==> src/hdl/pdsc_pkg.sv <==
// pdsc_pkg: shared constants and types for the packet deframer with additive checksum
// holds the buffer sizing, framing bytes and parser phase encoding
// no dependencies
package pdsc_pkg;

   // payload buffer sizing
   localparam int BUF_DEPTH = 256;
   localparam int ADDR_W    = (BUF_DEPTH > 1) ? $clog2(BUF_DEPTH) : 1;

   // read index limit (9 bits so that a depth of 256 fits)
   localparam logic [8:0] IDX_LIMIT = 9'(BUF_DEPTH);
   // last usable write position
   localparam logic [7:0] POS_LAST  = 8'(BUF_DEPTH - 1);

   // framing bytes
   localparam logic [7:0] PREAMBLE_FIRST  = 8'hBE;
   localparam logic [7:0] PREAMBLE_SECOND = 8'hEF;
   localparam int         BYTE_BITS       = 8;

   // request command codes
   localparam logic CMD_STREAM = 1'b0;
   localparam logic CMD_READ   = 1'b1;

   // parser phases, one-hot
   typedef enum logic [5:0] {
      PH_PRE0 = 6'b000001,
      PH_PRE1 = 6'b000010,
      PH_LEN  = 6'b000100,
      PH_PAY  = 6'b001000,
      PH_CS0  = 6'b010000,
      PH_CS1  = 6'b100000
   } phase_type;

endpackage

==> src/hdl/packet_deframer_sum_checksum.sv <==
// packet_deframer_sum_checksum: byte stream deframer with 16-bit additive checksum
// parser, payload buffer and two-stage result path with stall handling
// depends on pdsc_pkg
//
// Takes one transaction per cycle on the req_ channel while req_stall is low.
// With req_command low, req_data_byte is the next byte of a stream framed as
// BE EF, a length byte (1..255), that many payload bytes and a 16-bit checksum
// sent low byte first; the checksum is the wrapping 16-bit sum of the length
// byte and the payload. With req_command high, the payload buffer entry at
// req_read_index is returned on rsp_read_data (zero for an index at or beyond
// the buffer depth). Every request gives exactly one rsp_ transaction. When
// the last checksum byte matches, rsp_packet_ok is set together with the
// packet length and its first payload byte; all other fields read zero. Bad
// checksums are dropped silently. Throughput is one transaction per clock: the
// parser compare, the 16-bit add and the buffer write all settle within the
// accepting cycle. A result passes the buffer read register, then the output
// register. The two stages let one more request be taken while a finished
// result is held by rsp_stall. Buffer entries are valid only once written by a
// packet and until the next packet overwrites them; no clearing pass is run.
module packet_deframer_sum_checksum (
   input  logic       clock,
   input  logic       reset,
   // request channel
   input  logic       req_valid,
   output logic       req_stall,
   input  logic       req_command,
   input  logic [7:0] req_data_byte,
   input  logic [7:0] req_read_index,
   // response channel
   output logic       rsp_valid,
   input  logic       rsp_stall,
   output logic       rsp_packet_ok,
   output logic [7:0] rsp_first_byte,
   output logic [7:0] rsp_packet_length,
   output logic [7:0] rsp_read_data
);
   import pdsc_pkg::*;

   // parser state
   phase_type   phase_ff, phase_in;
   logic [7:0]  exp_len_ff, exp_len_in;
   logic [7:0]  wr_pos_ff, wr_pos_in;
   logic [15:0] sum_ff, sum_in;
   logic [7:0]  rx_low_ff, rx_low_in;
   // copy of buffer entry 0 so the good-packet result needs no second read port
   logic [7:0]  first_ff, first_in;

   // payload buffer
   logic [7:0]  buf_mem [BUF_DEPTH];
   logic        buf_we;
   logic [7:0]  rd_ff;

   // stage a: result fields of the transaction just accepted
   logic        a_valid_ff, a_valid_in;
   logic        a_ok_ff, a_ok_in;
   logic [7:0]  a_first_ff, a_first_in;
   logic [7:0]  a_len_ff, a_len_in;
   logic        a_rd_sel_ff, a_rd_sel_in;

   // stage b: output register
   logic        rsp_valid_ff, rsp_valid_in;
   logic        rsp_ok_ff;
   logic [7:0]  rsp_first_ff;
   logic [7:0]  rsp_len_ff;
   logic [7:0]  rsp_rd_ff;

   logic        req_accept;
   logic        b_load;
   logic        stream_byte;
   logic [15:0] rx_sum;

   // handshake: stage a moves on when the output register is empty or drained
   assign b_load     = a_valid_ff && (!rsp_valid_ff || !rsp_stall);
   assign req_stall  = a_valid_ff && !b_load;
   assign req_accept = req_valid && !req_stall;
   assign stream_byte = req_accept && (req_command == CMD_STREAM);

   assign rx_sum = {req_data_byte, rx_low_ff};

   // parser next state and result of a stream byte
   always_comb begin
      phase_in   = phase_ff;
      exp_len_in = exp_len_ff;
      wr_pos_in  = wr_pos_ff;
      sum_in     = sum_ff;
      rx_low_in  = rx_low_ff;
      first_in   = first_ff;
      buf_we     = 1'b0;
      a_ok_in    = 1'b0;
      a_first_in = '0;
      a_len_in   = '0;
      if (stream_byte) begin
         unique case (phase_ff)
            PH_PRE0: begin
               // hunting: every byte here restarts the sum
               if (req_data_byte == PREAMBLE_FIRST) begin
                  phase_in = PH_PRE1;
               end
               sum_in = '0;
            end
            PH_PRE1: begin
               // anything but the second preamble byte is ignored
               if (req_data_byte == PREAMBLE_SECOND) begin
                  phase_in = PH_LEN;
               end
            end
            PH_LEN: begin
               if (req_data_byte != 8'd0) begin
                  exp_len_in = req_data_byte;
                  wr_pos_in  = '0;
                  phase_in   = PH_PAY;
                  sum_in     = sum_ff + {8'd0, req_data_byte};
               end else begin
                  phase_in = PH_PRE0;
               end
            end
            PH_PAY: begin
               buf_we = 1'b1;
               if (wr_pos_ff == 8'd0) begin
                  first_in = req_data_byte;
               end
               sum_in = sum_ff + {8'd0, req_data_byte};
               if (({1'b0, wr_pos_ff} + 9'd1) == {1'b0, exp_len_ff}) begin
                  phase_in = PH_CS0;
               end
               // saturate at the last entry
               if (wr_pos_ff < POS_LAST) begin
                  wr_pos_in = wr_pos_ff + 8'd1;
               end
            end
            PH_CS0: begin
               rx_low_in = req_data_byte;
               phase_in  = PH_CS1;
            end
            PH_CS1: begin
               phase_in = PH_PRE0;
               if (rx_sum == sum_ff) begin
                  a_ok_in    = 1'b1;
                  a_first_in = first_ff;
                  a_len_in   = exp_len_ff;
               end
            end
            default: begin
               phase_in = PH_PRE0;
            end
         endcase
      end
   end

   // read commands return data only for indexes inside the buffer
   assign a_rd_sel_in = (req_command == CMD_READ) && ({1'b0, req_read_index} < IDX_LIMIT);

   assign a_valid_in   = req_accept || (a_valid_ff && !b_load);
   assign rsp_valid_in = b_load || (rsp_valid_ff && rsp_stall);

   // control registers
   always_ff @(posedge clock) begin
      if (reset) begin
         phase_ff     <= PH_PRE0;
         exp_len_ff   <= '0;
         wr_pos_ff    <= '0;
         sum_ff       <= '0;
         rx_low_ff    <= '0;
         a_valid_ff   <= 1'b0;
         rsp_valid_ff <= 1'b0;
      end else begin
         phase_ff     <= phase_in;
         exp_len_ff   <= exp_len_in;
         wr_pos_ff    <= wr_pos_in;
         sum_ff       <= sum_in;
         rx_low_ff    <= rx_low_in;
         a_valid_ff   <= a_valid_in;
         rsp_valid_ff <= rsp_valid_in;
      end
   end

   // payload buffer: one write port, one registered read port
   always_ff @(posedge clock) begin
      if (buf_we) begin
         buf_mem[wr_pos_ff[ADDR_W-1:0]] <= req_data_byte;
      end
      if (req_accept) begin
         rd_ff <= buf_mem[req_read_index[ADDR_W-1:0]];
      end
   end

   // payload registers
   always_ff @(posedge clock) begin
      first_ff <= first_in;
      if (req_accept) begin
         a_ok_ff     <= a_ok_in;
         a_first_ff  <= a_first_in;
         a_len_ff    <= a_len_in;
         a_rd_sel_ff <= a_rd_sel_in;
      end
      if (b_load) begin
         rsp_ok_ff    <= a_ok_ff;
         rsp_first_ff <= a_first_ff;
         rsp_len_ff   <= a_len_ff;
         rsp_rd_ff    <= a_rd_sel_ff ? rd_ff : 8'd0;
      end
   end

   assign rsp_valid         = rsp_valid_ff;
   assign rsp_packet_ok     = rsp_ok_ff;
   assign rsp_first_byte    = rsp_first_ff;
   assign rsp_packet_length = rsp_len_ff;
   assign rsp_read_data     = rsp_rd_ff;

   // a good packet always carries a nonzero length
   a_ok_len: assert property (@(posedge clock) disable iff (reset)
      rsp_valid && rsp_packet_ok |-> rsp_packet_length != 8'd0)
      else $error("good packet with zero length");

   // packet report and read data never share a transaction
   a_ok_rd: assert property (@(posedge clock) disable iff (reset)
      rsp_valid && rsp_packet_ok |-> rsp_read_data == 8'd0)
      else $error("read data on a packet report");

   // the input only stalls when both stages hold a result
   a_stall_full: assert property (@(posedge clock) disable iff (reset)
      req_stall |-> a_valid_ff && rsp_valid_ff && rsp_stall)
      else $error("input stalled with room in the pipeline");

   // a read command leaves the parser untouched
   a_read_quiet: assert property (@(posedge clock) disable iff (reset)
      req_accept && req_command == CMD_READ |=> $stable(phase_ff) && $stable(sum_ff))
      else $error("read command changed parser state");

   // write position stays inside the buffer
   a_pos_range: assert property (@(posedge clock) disable iff (reset)
      wr_pos_ff <= POS_LAST)
      else $error("write position beyond buffer");

endmodule

==> config.mk <==
export PLATFORM = sky130hd
export DESIGN_NAME = packet_deframer_sum_checksum
export DESIGN_NICKNAME = d
export VERILOG_FILES = /design/src/hdl/pdsc_pkg.sv /design/src/hdl/packet_deframer_sum_checksum.sv
export SDC_FILE = /design/constraint.sdc
export NUM_CORES = 2
export LEC_CHECK = 0
export ABC_AREA = 1
export BUFFER_PORTS_ARGS = -buffer_cell sky130_fd_sc_hd__buf_2
export CORE_MARGIN = 2
export CORE_UTILIZATION = 30
export CTS_CLUSTER_SIZE = 30
export DETAILED_ROUTE_END_ITERATION = 10
export PLACE_DENSITY = 0.52
export SLEW_MARGIN = 20
export SYNTH_ARGS = -nofsm -noshare
export SYNTH_HDL_FRONTEND = slang
export SYNTH_SLANG_ARGS = --single-unit
export TNS_END_PERCENT = 1
==> constraint.sdc <==
create_clock -name clock -period 2.5 [get_ports clock]
set_clock_uncertainty 0.15 [all_clocks]
set_input_delay 0.125 -clock clock [delete_from_list [all_inputs] [get_ports clock]]
set_output_delay 0.125 -clock clock [all_outputs]
set_load 0.01 [all_outputs]
==> results by group <==
Timing
  • Final setup TNS: 0 ns
  • RSZ-0062 raised after global routing: yes
  • Minimum clock period: 2.41 ns
  • Rel. slew slack: 43.1%
  • # setup viols final: 0
  • Max Fclk: 415 MHz
  • Final Max Slew Viols: 0
  • Least-Margin Pin Slew: 0.854 ns
  • Final worst path period share: 96.3%
  • Final hold vios: 0

Setup path
  • Worst Reg-to-Reg Cells: 13
  • Worst EP arrival: 2.78 ns
  • Crit path capture type: flip-flop
  • Peak fanout along the critical path: 13
  • Kind of critical path: reg -> reg
  • Worst EP required: 2.87 ns
  • CP Launch Type: flip-flop

Floorplanning
  • Top-Level Pins: 48
  • Core Box Area: 0.292 mm2
  • Die W: 546 um
  • Die area: 0.298 mm2
  • Die Y-Extent: 546 um
  • Starting Density: 30.2%
  • Rows: 198

Yosys
  • Synthesized area: 0.0880 mm2
  • Ys Warns: 0
  • Post-synthesis net count: 7526
  • Synth cell types: 45
  • Most numerous cell in the Yosys netlist: nand2_1
  • Compound-gate portion of the synthesized area: 0.632%
  • Yosys reg bits: 2155
  • Share of the synthesized area in the top cell type: 71.9%
  • Synth area leaders: edfxtp_1 72%, nand3_1 12%, nand2_1 9.4%, buf_2 1.5%, nor2_1 1.4%
  • Largest family of logic cells by synthesized area: simple AND/OR/NAND/NOR gates
  • Largest area contributor in the netlist: edfxtp_1
  • Post-synthesis mux area share: 0%
  • Post-Synth Adder-Cell Area: 0.193%
  • Post-synthesis sequential area ratio: 73.0%
  • Syn_area_per_cell: 11.8 um2
  • Synth Area in XOR/XNOR: 0.109%
  • Share of synthesized cell area in and, or, nand and nor gates: 22.9%
  • Synth top cells by count: 2203 x nand2_1, 2107 x edfxtp_1, 2049 x nand3_1
  • Post-synth top flop: edfxtp_1
  • Gate Count Post-Synth: 7492
  • Post-synth EDFFs: 2107
  • Ys async rst share: 0%

Clock tree
  • CTS tree: built
  • CTS Buf Count: 223
  • Clk_lat worst skew: 0.87 ns
  • CTS clk-pin slew, worst paths: 0.06 ns
  • CTS sink cnt: 2155
  • Postcts setup bufs: 0
  • Htree depth: 4
  • Root buf cell: clkbuf_16
  • Max Root-Sink Buffers: 3

Pwr
  • Leak pwr: 36.7 nW
  • Peak VDD IR: 0.791 mV
  • Power Total: 76.8 mW
  • Pwr dens: 737 mW/mm2

GRT
  • Gr ovfl total: 0
  • Number of global-route vias before repair: 58300
  • GRT Total Usage: 17.6%
  • Antenna violations before repair: 8
  • Largest net degree at the start of global routing: 114
  • First-pass GRT wire length: 394000 um

Cells and area
  • Layout cells sized above 1: 12.7%
  • Area Overhead vs Synth: 18.4%
  • Reg area: 0.0642 mm2
  • # fillers: 28400
  • Area of the multi-input gates: 0.0211 mm2
  • Final std cells w/o fill: 12000
  • Final nets: 7908

Place
  • GP Congestion: 0.860
  • Dpl hpwl: 163000 um
  • PortBufs: 47
  • Post-Place Cells: 11500

Status
  • Status: completed

Detailed routing
  • First-pass detailed-route iteration total: 6
  • Avg WL per Cell: 22.4 um
  • Vias per std cell: 4.95
  • Starting DRC count in detailed routing: 6257
  • Via count: 59200
  • DRT Wirelength: 268000 um
  • Routed Antenna Nets: 0
  • DRC: 0

Min path
  • Min-delay worst type: in -> reg
  • WHS Path Cells: 6

Flow run
  • Max_cap viols: 0
==> kinds of logic (layout without fill, tap and decap cells) <==
| group | count (synthesis) | after routing |
|---|---|---|
| other | 0 | 2 |
| AO/OA/AOI/OAI | 100 | 100 |
| AND/OR/NAND/NOR | 4625 | 4625 |
| flip-flops | 2155 | 2155 |
| XOR/XNOR | 11 | 11 |
| buffers and inverters | 588 | 1156 |
| adder cells (fa/ha/maj) | 13 | 13 |
==> metal layers <==
| layer | wire length, um | global-route usage (%) | vias to the layer above |
|---|---|---|---|
| li1 | - | - | 27300 |
| met1 | 114000 | 23.6 | 29400 |
| met2 | 127000 | 29.0 | 2080 |
| met3 | 18000 | 2.63 | 383 |
| met4 | 9030 | 5.80 | 0 |
| met5 | 0 | 0 | - |
==> critical path, cell delays in order (launching register included) <==
cell and delay (ns):
dfxtp_1 0.34, nand2_1 0.09, nor2_1 0.05, inv_1 0.05, nand2_1 0.07, nor2_2 0.12, inv_2 0.09, nor2_4 0.15
inv_4 0.07, nor2_4 0.25, nand2_4 0.10, buf_12 0.20, nor2_2 0.13, buf_6 0.16
==> cell type report <==
cell class / instances / share of cell area, %
Inverter: 96 / 0.380
Clock buffer: 273 / 5.59
Antenna cell: 2 / 0.00480
Tap cell: 3900 / 4.68
Clock inverter: 138 / 1.16
Sequential cell: 2155 / 61.6
Timing Repair Buffer: 649 / 6.36
Multi-Input combinational cell: 4749 / 20.2
==> stage by stage <==
step	hold WS [ns]	instance area [um2]	setup WS, ns	utilization [%]
global placement	0.209	96800	-0.180	33.2
finish	0.0560	104000	0.0919	35.8
global route	0.0422	104000	-0.0381	35.8
CTS	0.0113	104000	0.0146	35.7
floorplan	0.0739	88000	0.110	-
detailed placement	0.211	96800	-0.172	33.2
==> placed cells by master (no fill, tap or decap), types with 11 or more instances in the layout <==
cell,instances
nand2_1,2202
edfxtp_1,2107
nand3_1,2046
buf_4,419
nor2_1,281
clkbuf_16,225
buf_12,125
inv_1,87
clkinv_1,54
a21oi_1,50
dfxtp_1,48
clkbuf_1,46
clkinv_2,43
nor2_2,40
buf_6,36
buf_2,34
o21ai_0,27
dlygate4sd3_1,24
bufinv_16,15
ha_1,12
nand2_2,11
clkinvlp_4,11
buf_8,11
==> registers in the layout, indices dropped and copies added, names as in the netlist, 6 cells and up <==
| signal | cells |
|---|---|
| a_first_ff | 8 |
| sum_ff | 16 |
| first_ff | 8 |
| rsp_read_data | 8 |
| phase_ff | 6 |
| exp_len_ff | 8 |
| a_len_ff | 8 |
| rsp_packet_length | 8 |
| buf_mem | 2048 |
| rx_low_ff | 8 |
| rsp_first_byte | 8 |
| wr_pos_ff | 8 |
| rd_ff | 8 |
==> repair_timing <==
action	CTS	global route
endpoints found under the hold margin	1249	0
hold buffers	24	0
setup endpoints to repair	0	328
gates resized for setup	0	77
==> final timing paths <==
kind / slack (ns) / to / start
max: 0.09 / buf_mem[154][2]$_DFFE_PP_ / rsp_valid$_SDFF_PP0_
min: 0.06 / rd_ff[7]$_DFFE_PP_ / req_read_index[6]
max reg2reg: 0.09 / buf_mem[154][2]$_DFFE_PP_ / rsp_valid$_SDFF_PP0_
min reg2reg: 0.27 / rsp_packet_length[2]$_DFFE_PP_ / a_len_ff[2]$_SDFFCE_PN0P_
==> power breakdown <==
part	total, mW	internal (mW)	switching, mW
combinational	4.81	1.34	3.47
sequential	39.7	39.7	0.0225
clock	32.3	18.1	14.2
(Power assumes the default switching activity.)
